## src/hdl/bdsl_pkg.sv

```systemverilog
`timescale 1ns / 1ps

package bdsl_pkg;

  // Configuration register indexes
  localparam int unsigned CfgAddrWidth = 1;
  localparam logic [CfgAddrWidth-1:0] CFG_LONG_PRESS_MS    = 1'b0;
  localparam logic [CfgAddrWidth-1:0] CFG_DEBOUNCE_SAMPLES = 1'b1;
  localparam int unsigned CfgDataWidth = 16;

  // Register reset values
  localparam logic [15:0] LONG_PRESS_MS_RESET    = 16'd3000;
  localparam logic [3:0]  DEBOUNCE_SAMPLES_RESET = 4'd2;

  // Saturation limit of the repeat counter
  localparam logic [3:0] REPEAT_MAX = 4'd15;

  // Stream widths (fields packed from bit 0, padded to whole bytes)
  localparam int unsigned InDataWidth  = 40;
  localparam int unsigned OutDataWidth = 168;

  // One result item
  typedef struct packed {
    logic [31:0] last_change_time;
    logic [31:0] long_press_count;
    logic [31:0] short_press_count;
    logic [31:0] level_change_count;
    logic [31:0] held_ms;
    logic        long_event;
    logic        short_event;
    logic        stable_pressed;
    logic        raw_pressed;
  } result_t;

endpackage

```

## src/hdl/button_debounce_short_long_press_unit.sv

```systemverilog
`timescale 1ns / 1ps

// Push-button debouncer with short and long press detection. Each input item is one
// poll sample (raw active-low pin level, millisecond timestamp) and yields exactly one
// result item with the raw and debounced state, short/long press events, the hold time
// of a completed short press and the wrapping event counters. Throughput is one item per
// clock unless m_axis_tready holds back the result register. Each sample passes through
// the input and result registers, with the compare/subtract state update between them.
// Configuration writes take effect immediately and are meant to be issued while idle.
module button_debounce_short_long_press_unit #(
  parameter int unsigned TIME_WIDTH  = 32,
  parameter int unsigned COUNT_WIDTH = 32
) (
  input  logic                                   clk_i,
  input  logic                                   rst_ni,
  // Input samples
  input  logic                                   s_axis_tvalid,
  output logic                                   s_axis_tready,
  // [0] pin_level, [32:1] now_ms, [39:33] zero
  input  logic [bdsl_pkg::InDataWidth-1:0]       s_axis_tdata,
  // Results
  output logic                                   m_axis_tvalid,
  input  logic                                   m_axis_tready,
  // [0] raw_pressed, [1] stable_pressed, [2] short_event, [3] long_event,
  // [35:4] held_ms, [67:36] level_change_count, [99:68] short_press_count,
  // [131:100] long_press_count, [163:132] last_change_time, [167:164] zero
  output logic [bdsl_pkg::OutDataWidth-1:0]      m_axis_tdata,
  // Configuration writes
  input  logic                                   cfg_valid_i,
  output logic                                   cfg_ready_o,
  input  logic [bdsl_pkg::CfgAddrWidth-1:0]      cfg_addr_i,
  input  logic [bdsl_pkg::CfgDataWidth-1:0]      cfg_data_i
);

  localparam int unsigned TW = TIME_WIDTH;
  localparam int unsigned CW = COUNT_WIDTH;

  // Configuration registers
  logic [15:0] long_press_ms_q;
  logic [3:0]  debounce_samples_q;

  assign cfg_ready_o = 1'b1;

  always_ff @(posedge clk_i or negedge rst_ni) begin
    if (!rst_ni) begin
      long_press_ms_q    <= bdsl_pkg::LONG_PRESS_MS_RESET;
      debounce_samples_q <= bdsl_pkg::DEBOUNCE_SAMPLES_RESET;
    end else if (cfg_valid_i && cfg_ready_o) begin
      case (cfg_addr_i)
        bdsl_pkg::CFG_LONG_PRESS_MS:    long_press_ms_q    <= cfg_data_i;
        bdsl_pkg::CFG_DEBOUNCE_SAMPLES: debounce_samples_q <= cfg_data_i[3:0];
        default: ;
      endcase
    end
  end

  // Input register
  logic        in_valid_q;
  logic        pin_level_q;
  logic [31:0] now_ms_q;
  logic        advance;
  logic        out_valid_q;

  assign advance       = in_valid_q && (!out_valid_q || m_axis_tready);
  assign s_axis_tready = !in_valid_q || advance;

  always_ff @(posedge clk_i or negedge rst_ni) begin
    if (!rst_ni) begin
      in_valid_q <= 1'b0;
    end else if (s_axis_tready) begin
      in_valid_q <= s_axis_tvalid;
    end
  end

  always_ff @(posedge clk_i) begin
    if (s_axis_tvalid && s_axis_tready) begin
      pin_level_q <= s_axis_tdata[0];
      now_ms_q    <= s_axis_tdata[32:1];
    end
  end

  // Debounce and press state
  logic          stable_q, stable_d;
  logic [3:0]    repeat_q, repeat_d;
  logic [TW-1:0] press_start_q, press_start_d;
  logic          long_done_q, long_done_d;
  logic [CW-1:0] changes_q, changes_d;
  logic [CW-1:0] shorts_q, shorts_d;
  logic [CW-1:0] longs_q, longs_d;
  logic [TW-1:0] last_change_q, last_change_d;

  // Fit timestamp and threshold to the time width
  logic [TW+31:0] now_ext;
  logic [TW+15:0] lp_ext;
  logic [TW-1:0]  now_t;
  logic [TW-1:0]  long_press_t;
  logic [TW-1:0]  elapsed;

  assign now_ext      = {{TW{1'b0}}, now_ms_q};
  assign lp_ext       = {{TW{1'b0}}, long_press_ms_q};
  assign now_t        = now_ext[TW-1:0];
  assign long_press_t = lp_ext[TW-1:0];
  assign elapsed      = now_t - press_start_q;

  logic       raw;
  logic       differ;
  logic [3:0] repeat_inc;
  logic       change;
  logic       short_ev;
  logic       long_ev;

  assign raw        = !pin_level_q;
  assign differ     = raw != stable_q;
  assign repeat_inc = (repeat_q == bdsl_pkg::REPEAT_MAX) ? repeat_q : repeat_q + 4'd1;
  assign change     = differ && (repeat_inc >= debounce_samples_q);
  assign short_ev   = change && !raw && !long_done_q;
  assign long_ev    = !differ && stable_q && !long_done_q && (elapsed >= long_press_t);

  always_comb begin
    stable_d      = stable_q;
    repeat_d      = 4'd0;
    press_start_d = press_start_q;
    long_done_d   = long_done_q;
    changes_d     = changes_q;
    shorts_d      = shorts_q;
    longs_d       = longs_q;
    last_change_d = last_change_q;
    if (differ && !change) begin
      repeat_d = repeat_inc;
    end
    if (change) begin
      stable_d      = raw;
      changes_d     = changes_q + {{(CW-1){1'b0}}, 1'b1};
      last_change_d = now_t;
      if (raw) begin
        press_start_d = now_t;
        long_done_d   = 1'b0;
      end
    end
    if (short_ev) begin
      shorts_d = shorts_q + {{(CW-1){1'b0}}, 1'b1};
    end
    if (long_ev) begin
      long_done_d = 1'b1;
      longs_d     = longs_q + {{(CW-1){1'b0}}, 1'b1};
    end
  end

  always_ff @(posedge clk_i or negedge rst_ni) begin
    if (!rst_ni) begin
      stable_q      <= 1'b0;
      repeat_q      <= 4'd0;
      press_start_q <= '0;
      long_done_q   <= 1'b0;
      changes_q     <= '0;
      shorts_q      <= '0;
      longs_q       <= '0;
      last_change_q <= '0;
    end else if (advance) begin
      stable_q      <= stable_d;
      repeat_q      <= repeat_d;
      press_start_q <= press_start_d;
      long_done_q   <= long_done_d;
      changes_q     <= changes_d;
      shorts_q      <= shorts_d;
      longs_q       <= longs_d;
      last_change_q <= last_change_d;
    end
  end

  // Fit internal widths to the 32-bit result fields
  logic [TW+31:0] held_ext;
  logic [TW+31:0] last_ext;
  logic [CW+31:0] changes_ext;
  logic [CW+31:0] shorts_ext;
  logic [CW+31:0] longs_ext;

  assign held_ext    = {32'd0, (short_ev ? elapsed : {TW{1'b0}})};
  assign last_ext    = {32'd0, last_change_d};
  assign changes_ext = {32'd0, changes_d};
  assign shorts_ext  = {32'd0, shorts_d};
  assign longs_ext   = {32'd0, longs_d};

  bdsl_pkg::result_t res_d;
  bdsl_pkg::result_t res_q;

  always_comb begin
    res_d.raw_pressed        = raw;
    res_d.stable_pressed     = stable_d;
    res_d.short_event        = short_ev;
    res_d.long_event         = long_ev;
    res_d.held_ms            = held_ext[31:0];
    res_d.level_change_count = changes_ext[31:0];
    res_d.short_press_count  = shorts_ext[31:0];
    res_d.long_press_count   = longs_ext[31:0];
    res_d.last_change_time   = last_ext[31:0];
  end

  // Result register
  always_ff @(posedge clk_i or negedge rst_ni) begin
    if (!rst_ni) begin
      out_valid_q <= 1'b0;
    end else if (advance) begin
      out_valid_q <= 1'b1;
    end else if (m_axis_tready) begin
      out_valid_q <= 1'b0;
    end
  end

  always_ff @(posedge clk_i) begin
    if (advance) begin
      res_q <= res_d;
    end
  end

  assign m_axis_tvalid = out_valid_q;
  assign m_axis_tdata  = {4'd0, res_q};

  // Checks
  a_events_exclusive: assert property (@(posedge clk_i) disable iff (!rst_ni)
    out_valid_q |-> !(res_q.short_event && res_q.long_event))
    else $error("short and long press in the same item");

  a_long_while_held: assert property (@(posedge clk_i) disable iff (!rst_ni)
    (out_valid_q && res_q.long_event) |-> res_q.stable_pressed)
    else $error("long press reported while released");

  a_short_counted: assert property (@(posedge clk_i) disable iff (!rst_ni)
    (advance && short_ev) |=> (shorts_q == $past(shorts_q) + {{(CW-1){1'b0}}, 1'b1}))
    else $error("short press not counted");

endmodule

```

## config.mk

```make
export PLATFORM = sky130hd
export DESIGN_NAME = button_debounce_short_long_press_unit
export DESIGN_NICKNAME = d
export VERILOG_FILES = /design/src/hdl/bdsl_pkg.sv /design/src/hdl/button_debounce_short_long_press_unit.sv
export SDC_FILE = /design/constraint.sdc
export NUM_CORES = 1
export LEC_CHECK = 0
export ABC_AREA = 1
export CAP_MARGIN = 20
export CORE_MARGIN = 3
export CORE_UTILIZATION = 28
export CTS_CLUSTER_SIZE = 30
export DETAILED_ROUTE_END_ITERATION = 16
export DONT_BUFFER_PORTS = 1
export PLACE_DENSITY_LB_ADDON = 0.08
export SYNTH_ARGS = -nofsm -noshare
export SYNTH_HDL_FRONTEND = slang
export SYNTH_SLANG_ARGS = --single-unit
```

## constraint.sdc

```tcl
create_clock -name clk_i -period 8.02 [get_ports clk_i]
set_input_delay 0.802 -clock clk_i [delete_from_list [all_inputs] [get_ports clk_i]]
set_output_delay 0.802 -clock clk_i [all_outputs]
set_load 0.03 [all_outputs]
```

Yosys cells after proc, flatten, opt, wreduce, memory -nomap -nowiden:

Index checks and enable logic that the tools add are counted.

* flip-flop bits (word level): 385

* $add $sub $neg: 5
* magnitude comparators: 2
* eq/ne operators: 3
* muxes and demuxes: 12
* bitwise operators: 2
* reduce and logical (&&, ||, !) cells: 23

Operators by type and width (count)
* $mux 32: 4
* $add 32x1->32 const B: 3
* $ge 32x16->1: 1
* $sub 32x32->32: 1
* $logic_and 1x1->1: 9
* $mux 4: 2
* $logic_not 1->1: 6
* $mux 1: 6
* $reduce_and 3->1: 2
* $add 4x1->4 const B: 1
* $eq 4x4->1 const B: 1
* $ge 4x4->1: 1
* $reduce_and 2->1: 2
* $reduce_bool 2->1: 2
* $logic_or 1x1->1: 2
* $ne 2x1->1 const B: 1
* $not 1->1: 2
* $ne 1x1->1: 1

Depth between registers and ports, before layout:

Gate-level depths: netlist (run 1).

* depth after elaboration: 8
* mapped depth: 28
* mapped depth without buffers: 27

Worst setup path after synthesis (run 1):

Ideal clock, no wire load.

* kind: input port to flip-flop
* start point: input m_axis_tready
* end point: register res_q, in the netlist m_axis_tdata[0] (enable)
* arrival: 5976 ps
* path slack: 1452 ps
* cell stages on the path: 6
* path buffers: 2
* path through: inv_1 nand2_1 nand2_1 inv_1 clkbuf_1 clkbuf_1

* cells in the longest elaborated chain, start to end: 2

Ends and longest elaborated chain
* start, declared: line button_debounce_short_long_press_unit.sv:23 `input logic m_axis_tready,`
* $logic_or 1x1->1: line button_debounce_short_long_press_unit.sv:64 `assign advance = in_valid_q && (!out_valid_q || m_axis_tready);`
* $logic_and 1x1->1: line button_debounce_short_long_press_unit.sv:64
* net advance: line button_debounce_short_long_press_unit.sv:61 `logic advance;`
* end signal, assigned: line button_debounce_short_long_press_unit.sv:212 `res_q <= res_d;`
* end, declared: line button_debounce_short_long_press_unit.sv:185 `bdsl_pkg::result_t res_q;`

The timed path passes the listed nets, and every way through them passes these cells.
A chain may end at the register's enable or synchronous reset.

Worst setup path in the final report (run 1):

* start point: register now_ms_q[0]
* end point: register res_q, in the netlist m_axis_tdata[102], data pin

* cells in the longest elaborated chain, start to end: 4

Ends and longest elaborated chain
* start, declared: line button_debounce_short_long_press_unit.sv:60 `logic [31:0] now_ms_q;`
* start signal, assigned: line button_debounce_short_long_press_unit.sv:78 `now_ms_q <= s_axis_tdata[32:1];`
* $sub 32x32->32: line button_debounce_short_long_press_unit.sv:103 `assign elapsed = now_t - press_start_q;`
* net elapsed[10]: line button_debounce_short_long_press_unit.sv:97 `logic [TW-1:0] elapsed;`
* $ge 32x16->1: line button_debounce_short_long_press_unit.sv:117 `assign long_ev = !differ && stable_q && !long_done_q && (elapsed >= long_press_t);`
* $logic_and 1x1->1: line button_debounce_short_long_press_unit.sv:117
* $mux 32: line button_debounce_short_long_press_unit.sv:143 `if (long_ev) begin`
* net longs_d[2]: line button_debounce_short_long_press_unit.sv:89 `logic [CW-1:0] longs_q, longs_d;`

The timed path passes the listed nets, and every way through them passes these cells.

==> flow_summary.json, run 1 <==
{
  "status": "completed",
  "die_h_um": 270,
  "worst_path_max_delay_cell": "nand2_2",
  "multi_input_area_um2": 7450,
  "maxSlewHeadroom_pct": 5.70,
  "grt_antenna_before_repair": 7,
  "root_buffer": "clkbuf_16",
  "seq_area_um2": 10600,
  "path_clk_slew_ns": 0.06,
  "synthArstFlopShare_pct": 48.8,
  "h-tree-depth": 2,
  "setup_ws_ns": 3.42,
  "first_pass_iters": 5,
  "wl_per_cell_um": 17.0,
  "final.setup.tns_ns": 0,
  "crit_arrival_ns": 4.96,
  "port_buffers": 0,
  "synth_ff_type": "edfxtp_1",
  "synth_cells": 2266,
  "p_total_w": 0.00826,
  "yosysUniqueCellTypes": 44,
  "rsz0062_at_grt": "no",
  "tightest_slew_ns": 1.41,
  "cp-start-kind": "flop",
  "grt_start_max_net_pins": 204,
  "hold_ws_ns": 0.0744,
  "nNetsFinal": 2379,
  "critPathMaxFanout": 36,
  "end_kind": "flop",
  "synth_top_area_share_pct": 30.4,
  "viasPerCell": 4.43,
  "layout_min_cycle_time_ns": 4.60,
  "boundaryPins": 233,
  "die-area_um2": 72800,
  "first_iter_violations": 851,
  "core_um2": 68800,
  "p_leak_nw": 10.1,
  "area_growth_pct": 13.4,
  "ant_nets": 0,
  "fin_crit_sh_pct": 57.4,
  "overflow": 0,
  "routed_wl_um": 54900,
  "cts.sinks": 385,
  "p_per_area_nw_per_um2": 374,
  "hold_viol_final": 0,
  "max-vdd-ir-drop_mv": 0.152,
  "vias": 14325,
  "yosys_warnings": 0,
  "cts_tree": "yes",
  "grt_pass1_vias": 14261,
  "clk_latency_ns": 0.58,
  "placed_cell_area_um2": 20500,
  "yosysMostFrequentCell": "nand2_1",
  "start_util_pct": 28.3,
  "hold_class": "in -> async",
  "detailed_place_hpwl_um": 38000,
  "gp_congestion": 0.847,
  "slew_violations": 0,
  "fillCellCount": 7173,
  "ys_ff_latch": 385,
  "place_ws_ns": 3.27,
  "maxCapViolations": 0,
  "critical_path.cell_chain": "inv_1 -> ha_1 -> inv_1 -> fa_1 -> nand2_1 -> nand2_1 -> nand3_1 -> nand2_1 -> nand2_1 -> nand2_1 -> xor2_1 -> ha_1 -> inv_1 -> o31a_1 -> nand2_1 -> nand2_1 -> nand2_1 -> nor2_1 -> nand2_1 -> nor2_2 -> nand2_2 -> nand2_4 -> o21ai_0",
  "postCtsSetupRepairBufs": 0,
  "seq_area_frac_synth_pct": 54.5,
  "path_common_cell": "nand2_1",
  "cts_resized": 0,
  "synth_area_um2": 19500,
  "setup_viol": 0,
  "hold_buffers": 1,
  "synth_area_leaders": "edfxtp_1 (30%), dfrtp_1 (23%), nand2_1 (15%)",
  "route.detailed.drc": 0,
  "synth-edff-count": 197,
  "placementRows": 96,
  "synth_area_per_cell_um2": 8.60,
  "critical_path_class": "reg -> reg",
  "synth_top_area_cell": "edfxtp_1",
  "required_ns": 8.38,
  "grt_pass1_wl_um": 85600,
  "drive_gt1_share_pct": 6.39,
  "finalClockSkew_ns": 0.0226,
  "max_freq_mhz": 217,
  "max_stage_delay_ns": 0.51,
  "synth_common_cells": "nand2_1 (767), inv_1 (296), edfxtp_1 (197)",
  "track_usage_pct": 15.0,
  "stdcell_area_um2": 22100,
  "die_w_um": 270,
  "cts_buffers": 47,
  "r2r_slack_ns": 3.42,
  "clk_path_buf_depth": 3
}
==> metal layers <==
layer  track usage [%]  share of wire [%]  vias to the layer above
met5                 0              0.024                        -
met4              4.44                2.6                        2
met3              3.25                5.0                       78
met2              23.8                 45                      309
met1              20.5                 47                     6719
li1                  -                  -                     7217
==> kinds of logic after synthesis <==
| group | count (synthesis) | share of synthesized area, % |
|---|---|---|
| buffers and inverters | 371 | 7.40 |
| XOR/XNOR | 103 | 4.63 |
| flip-flops | 385 | 54.5 |
| adder cells (fa/ha/maj) | 57 | 3.70 |
| AO/OA/AOI/OAI | 201 | 5.45 |
| other | 2 | 0.0385 |
| AND/OR/NAND/NOR | 1147 | 24.3 |
==> per-stage QoR <==
| step | utilization (%) | instances |
|---|---|---|
| global route | 32.1 | 3231 |
| detailed placement | 29.7 | 3140 |
| global placement | 29.7 | 3140 |
| finish | 32.1 | 3233 |
| floorplan | - | 2269 |
| CTS | 32.1 | 3229 |
==> state kept, by name, summed over array words and instances, names as in the netlist <==
signal and flops:
pin_level_q 1, in_valid_q 1, long_press_ms_q 16, repeat_q 4, stable_q 1, m_axis_tdata 164
changes_q 32, shorts_q 32, m_axis_tvalid 1, last_change_q 32, now_ms_q 32, debounce_samples_q 4
long_done_q 1, press_start_q 32, longs_q 32
==> power by group <==
| part | internal (W) | leakage, nW | switching [W] |
|---|---|---|---|
| clock | 0.00131 | 0.783 | 0.000888 |
| sequential | 0.00274 | 4.31 | 0.000702 |
| combinational | 0.000796 | 5.01 | 0.00181 |
==> worst max-delay path, delay by kind of cell, from the launching register on <==
kind	cells	cell delay, ns
compound gates	2	0.72
xor+xnor	1	0.21
fa+ha+maj	3	0.84
buf+inv	3	0.24
flops	1	0.36
simple gates	14	1.99
==> final cells by class <==
type | count | area share [%]
diodes | 3 | 0.0340
clock buffers | 59 | 5.71
clock inverters | 29 | 1.44
inverters | 304 | 5.20
multi-input cells | 1513 | 33.7
flip-flops and latches | 385 | 48.1
well taps | 931 | 5.27
repair buffers | 9 | 0.544
==> path summary, 6_finish.rpt <==
kind                                               start                              to  cells after the start
min in group clk_i                       s_axis_tdata[8]           now_ms_q[7]$_DFFE_PP_                      0
max                                now_ms_q[0]$_DFFE_PP_     m_axis_tdata[102]$_DFFE_PP_                     23
max reg2reg                        now_ms_q[0]$_DFFE_PP_     m_axis_tdata[102]$_DFFE_PP_                     23
max in group asynchronous                         rst_ni          longs_q[4]$_DFFE_PN0P_                      1
min reg2reg                last_change_q[31]$_DFFE_PN0P_   last_change_q[31]$_DFFE_PN0P_                      2
min                                               rst_ni  long_press_ms_q[9]$_DFFE_PN1P_                      0
==> cells in the final DEF (no fill, tap or decap), drive strengths merged <==
cell,synthesis,final
nand2,798,798
inv,303,305
edfxtp,197,197
dfrtp,180,180
nor2,178,178
o21ai,107,107
xor2,92,92
nand3,78,78
clkbuf,46,59
ha,56,56
a21oi,55,55
nor3,49,49
a31oi,30,30
nand4,23,23
clkinv,1,21
nor4,13,13
xnor2,11,11
buf,21,9
dfstp,8,8
bufinv,0,6
conb,2,5
nand3b,5,5
o22ai,4,4
diode,0,3
o21bai,3,3
or2,1,1
and2,1,1
o31a,1,1
nor3b,1,1
o31ai,1,1
fa,1,1
clkinvlp,0,1
No activity file was read; power rests on OpenSTA's default activity.
==> inputs of run 2 (changes only) <==
==> constraint.sdc (replaced) <==
create_clock -name clk_i -period 4 [get_ports clk_i]
set_input_delay 0.4 -clock clk_i [delete_from_list [all_inputs] [get_ports clk_i]]
set_output_delay 0.4 -clock clk_i [all_outputs]
set_load 0.03 [all_outputs]
==> flow_summary.json, run 2 (same netlist as run 1, synthesis figures left out) <==
{
  "status": "finished with violations",
  "failed_checks": "hold timing",
  "ant_nets": 0,
  "slew_violations": 0,
  "first_pass_iters": 6,
  "finalClockSkew_ns": 0.0183,
  "area_growth_pct": 17.6,
  "fin_crit_sh_pct": 90.8,
  "viasPerCell": 4.38,
  "grt_pass1_vias": 14533,
  "port_buffers": 0,
  "crit-reg2reg-launch": "now_ms_q[0]$_DFFE_PP_",
  "start_util_pct": 28.3,
  "h-tree-depth": 2,
  "final.setup.tns_ns": 0,
  "crit_arrival_ns": 3.95,
  "hold_viol_final": 186,
  "p_leak_nw": 10.4,
  "track_usage_pct": 15.0,
  "tightest_slew_ns": 1.09,
  "root_buffer": "clkbuf_16",
  "diodes": 0,
  "die-area_um2": 72800,
  "clk_latency_ns": 0.59,
  "crit_buf_inv": 4,
  "drive_gt1_share_pct": 7.27,
  "wl_per_cell_um": 16.7,
  "dp.cells": 3154,
  "maxSlewHeadroom_pct": 27.1,
  "boundaryPins": 233,
  "p_per_area_nw_per_um2": 734,
  "max-vdd-ir-drop_mv": 0.273,
  "path_common_cell": "nand2_1",
  "end_kind": "flop",
  "layout_min_cycle_time_ns": 3.63,
  "path_clk_slew_ns": 0.06,
  "nNetsFinal": 2445,
  "setup_viol": 0,
  "hold_class": "in -> async",
  "crit_path_start": "now_ms_q[0]$_DFFE_PP_",
  "grt_pass1_wl_um": 85900,
  "critPathMaxFanout": 19,
  "cp-start-kind": "flop",
  "first_iter_violations": 817,
  "critical_path_class": "reg -> reg",
  "routed_wl_um": 55000,
  "largest_reg_flops": 164,
  "grt_antenna_before_repair": 1,
  "seq_area_um2": 10600,
  "placementRows": 96,
  "finalNonFillerCells": 3296,
  "hold_ws_ns": -0.478,
  "worst_path_max_delay_cell": "fa_1",
  "hold_buffers": 50,
  "utilization_pct": 33.3,
  "max_stage_delay_ns": 0.39,
  "mostFrequentLayoutCells": "nand2_1 (765), inv_1 (294), edfxtp_1 (197), dfrtp_1 (180), nor2_1 (173)",
  "core_um2": 68800,
  "multi_input_area_um2": 7510,
  "grt_start_max_net_pins": 189,
  "max_freq_mhz": 275,
  "fillCellCount": 7193,
  "clk_path_buf_depth": 3,
  "die_h_um": 270,
  "cts_tree": "yes",
  "rsz0062_at_grt": "yes",
  "route.detailed.drc": 0,
  "cts.sinks": 385,
  "path_delay_family": "simple AND/OR/NAND/NOR gates",
  "detailed_place_hpwl_um": 39100,
  "final_common_cell": "nand2_1",
  "required_ns": 4.32,
  "die_w_um": 270,
  "overflow": 0,
  "gp_congestion": 0.851,
  "maxCapViolations": 0,
  "vias": 14450,
  "cts_buffers": 47,
  "p_total_w": 0.0168
}
==> run 2: cell types whose count changed in the layout (fill, tap and decap cells not counted), sizes merged <==
| cell | delta |
|---|---|
| buf | +16 |
| inv | -1 |
| clkinvlp | +7 |
| clkbuf | -3 |
| diode | -3 |
| bufinv | +2 |
| dlygate4sd3 | +50 |
| clkinv | -5 |
==> run 2: cell type report <==
class	instances	share of cell area, %
clock inverters	32	1.81
inverters	304	5.01
well taps	931	5.08
clock buffers	56	5.37
repair buffers	75	3.60
flip-flops and latches	385	46.4
multi-input cells	1513	32.8
==> run 2: worst register-to-register path: stages (launching register included) <==
cell and delay [ns]:
edfxtp_1 0.36, inv_1 0.08, ha_1 0.17, inv_1 0.09, fa_1 0.39, nand2_1 0.09
nand2_1 0.09, nand3_1 0.08, nand2_1 0.11, nand2_1 0.08, nand2_1 0.09, xor2_2 0.18
ha_1 0.28, inv_1 0.05, o31a_1 0.28, nand2_1 0.09, nand2_1 0.06, nand2_1 0.10
nor2_1 0.05, nand2_1 0.06, nor2_2 0.05, nand2_4 0.13, nand2_8 0.10, buf_12 0.18
nand2_1 0.07, nand2_1 0.08
==> run 2: routing by layer <==
| layer | routed length [um] | track usage, % | vias up | share of wire, % |
|---|---|---|---|---|
| met1 | 26400 | 20.6 | 6791 | 48 |
| met4 | 965 | 3.51 | 2 | 1.8 |
| met5 | 7 | 0 | - | 0.013 |
| met2 | 25200 | 24.2 | 256 | 46 |
| li1 | - | - | 7341 | - |
| met3 | 2400 | 3.12 | 60 | 4.4 |
==> run 2: worst paths after layout <==
path / to / slack (ns) / cells past startpoint
min: last_change_q[25]$_DFFE_PN0P_ / -0.48 / 0
max: m_axis_tdata[103]$_DFFE_PP_ / 0.37 / 25
min in group clk_i: in_valid_q$_DFFE_PN0N_ / 0.10 / 2
max in group asynchronous: shorts_q[23]$_DFFE_PN0P_ / 3.59 / 0
min reg2reg: long_press_ms_q[7]$_DFFE_PN1P_ / 0.48 / 2
max reg2reg: m_axis_tdata[103]$_DFFE_PP_ / 0.37 / 25
==> run 2: timing repair <==
item | 4_1_cts | 5_1_grt
endpoints found under the hold margin | 241 | 188
gates resized for setup | 0 | 11
setup endpoints to repair | 0 | 61
setup buffers | 0 | 3
==> run 2: power by group <==
group	internal, W	leakage, nW	switching [W]
clock	0.00273	0.779	0.00180
sequential	0.00549	4.31	0.00141
combinational	0.00173	5.35	0.00365
total	0.00996	10.4	0.00686
==> run 2: per-stage QoR <==
| step | cell area, um2 | setup slack [ns] |
|---|---|---|
| floorplan | 19500 | 0.282 |
| CTS | 22800 | 0.121 |
| global route | 22900 | -0.0306 |
| detailed placement | 20700 | 0.142 |
| finish | 22900 | 0.368 |
| global placement | 20700 | 0.182 |
==> inputs of run 3 (changes only) <==
==> constraint.sdc (replaced) <==
create_clock -name clk_i -period 4.45 [get_ports clk_i]
set_input_delay 0.445 -clock clk_i [delete_from_list [all_inputs] [get_ports clk_i]]
set_output_delay 0.445 -clock clk_i [all_outputs]
set_load 0.03 [all_outputs]
==> flow_summary.json, run 3 (same netlist as run 1, synthesis figures left out) <==
{
  "largest_reg_flops": 164,
  "cts_resized": 0,
  "core_um2": 68800,
  "postCtsSetupRepairBufs": 0,
  "clk_latency_ns": 0.58,
  "cts_buffers": 48,
  "wl_per_cell_um": 16.6,
  "first_pass_iters": 7,
  "status": "finished with violations",
  "required_ns": 4.95,
  "clkPwrFrac_pct": 27.7,
  "max-vdd-ir-drop_mv": 0.262,
  "placementRows": 96,
  "start_util_pct": 28.3,
  "slew_violations": 0,
  "viasPerCell": 4.38,
  "detailed_place_hpwl_um": 38800,
  "area_growth_pct": 16.5,
  "critical_path_class": "reg -> reg",
  "failed_checks": "hold timing",
  "ant_nets": 0,
  "critPathMaxFanout": 17,
  "drive_gt1_share_pct": 6.63,
  "finalNonFillerCells": 3285,
  "end_kind": "flop",
  "mostFrequentLayoutCells": "nand2_1 (766), inv_1 (294), edfxtp_1 (197), dfrtp_1 (180), nor2_1 (173)",
  "internal-power_w": 0.00900,
  "tightest_slew_ns": 0.948,
  "crit_arrival_ns": 4.42,
  "grt_antenna_before_repair": 1,
  "switching_share_pct": 40.4,
  "route.detailed.drc": 0,
  "grt.met1_usage_pct": 20.7,
  "boundaryPins": 233,
  "die-area_um2": 72800,
  "fin_crit_sh_pct": 88.1,
  "routed_wl_um": 54700,
  "grt_start_max_net_pins": 189,
  "clk_path_buf_depth": 3,
  "grt_busiest_layer": "met2",
  "p_leak_nw": 10.4,
  "port_buffers": 0,
  "grt_pass1_vias": 14655,
  "p_per_area_nw_per_um2": 665,
  "vias": 14400,
  "final_common_cell": "nand2_1",
  "power_frac_comb_pct": 31.1,
  "p_switching_w": 0.00610,
  "gp_congestion": 0.847,
  "die_w_um": 270,
  "h-tree-depth": 2,
  "cp-start-kind": "flop",
  "finalClockSkew_ns": 0.0198,
  "pwr-share-seq_pct": 41.2,
  "nNetsFinal": 2432,
  "cts.sinks": 385,
  "hold_viol_final": 188,
  "cts_tree": "yes",
  "fillCellCount": 7198,
  "setup_ws_ns": 0.530,
  "root_buffer": "clkbuf_16",
  "maxSlewHeadroom_pct": 36.7,
  "grt_pass1_wl_um": 86200,
  "hold_class": "in -> async",
  "track_usage_pct": 15.0,
  "layout_min_cycle_time_ns": 3.92,
  "gr-usage-met2_pct": 24.3,
  "hold_buffers": 46,
  "overflow": 0,
  "path_clk_slew_ns": 0.06,
  "die_h_um": 270,
  "final.setup.tns_ns": 0,
  "hold_ws_ns": -0.427,
  "grtUsageMet3_pct": 3.17,
  "max_freq_mhz": 255,
  "setup_viol": 0,
  "rsz0062_at_grt": "no",
  "place_ws_ns": 0.493,
  "dp.cells": 3147,
  "first_iter_violations": 805,
  "maxCapViolations": 0
}
[run 3: final cells by class]
type	instances	area [um2]	share of cell area (%)
clock inverters	35	427	1.88
repair buffers	61	631	2.78
inverters	304	1150	5.06
diodes	1	2.50	0.0110
clock buffers	55	1270	5.59
flip-flops and latches	385	10600	46.8
well taps	931	1160	5.13
multi-input cells	1513	7440	32.8
[run 3: metrics by stage]
stage	util [%]	total power, W	hold WS [ns]	instance area [um2]
floorplan	-	0.00951	0.149	19500
global placement	29.8	0.0110	0.167	20500
finish	33.0	0.0151	-0.427	22700
CTS	33.0	0.0154	-0.472	22700
detailed placement	29.8	0.0110	0.168	20500
global route	33.0	0.0163	-0.476	22700
[run 3: worst paths after layout]
path / end / cells past startpoint / slack (ns) / startpoint
hold reg to reg: last_change_q[0]$_DFFE_PN0P_ / 2 / 0.48 / last_change_q[0]$_DFFE_PN0P_
setup / recovery: longs_q[9]$_DFFE_PN0P_ / 23 / 0.53 / now_ms_q[14]$_DFFE_PP_
hold / removal: last_change_q[25]$_DFFE_PN0P_ / 0 / -0.43 / rst_ni
max in group asynchronous: shorts_q[4]$_DFFE_PN0P_ / 0 / 4.53 / rst_ni
min in group clk_i: debounce_samples_q[2]$_DFFE_PN0P_ / 2 / 0.05 / cfg_data_i[2]
setup reg to reg: longs_q[9]$_DFFE_PN0P_ / 23 / 0.53 / now_ms_q[14]$_DFFE_PP_
[run 3: critical path, stage by stage, from the launching register on]
cell and delay (ns):
edfxtp_1 0.51, ha_1 0.42, nand2_1 0.12, inv_1 0.07, nand2_1 0.10, inv_1 0.09, a21oi_1 0.18, nand2_2 0.13
xor2_1 0.32, ha_1 0.32, a21oi_1 0.15, o21ai_0 0.10, nor2_1 0.11, nand2_1 0.08, nor2_1 0.11, nand2_1 0.07
nor2_2 0.09, nand2_2 0.12, nand2_4 0.17, buf_4 0.28, nand2_1 0.08, nand2_1 0.10, nand2_1 0.05, nand2_1 0.07
[run 3: per-layer routing]
layer / part of all wire, % / routed length [um]
met2: 45 / 24800
met5: 0 / 0
met4: 2.0 / 1090
met3: 4.9 / 2660
met1: 48 / 26100
[run 3: power groups by stage]
stage	clock network (W)	logic [W]	registers (W)
3_3_place_gp	0	0.00470	0.00630
2_1_floorplan	0	0.00344	0.00607
3_5_place_dp	0	0.00474	0.00631
5_1_grt	0.00450	0.00550	0.00633
6_report	0.00418	0.00470	0.00622
4_1_cts	0.00435	0.00481	0.00625
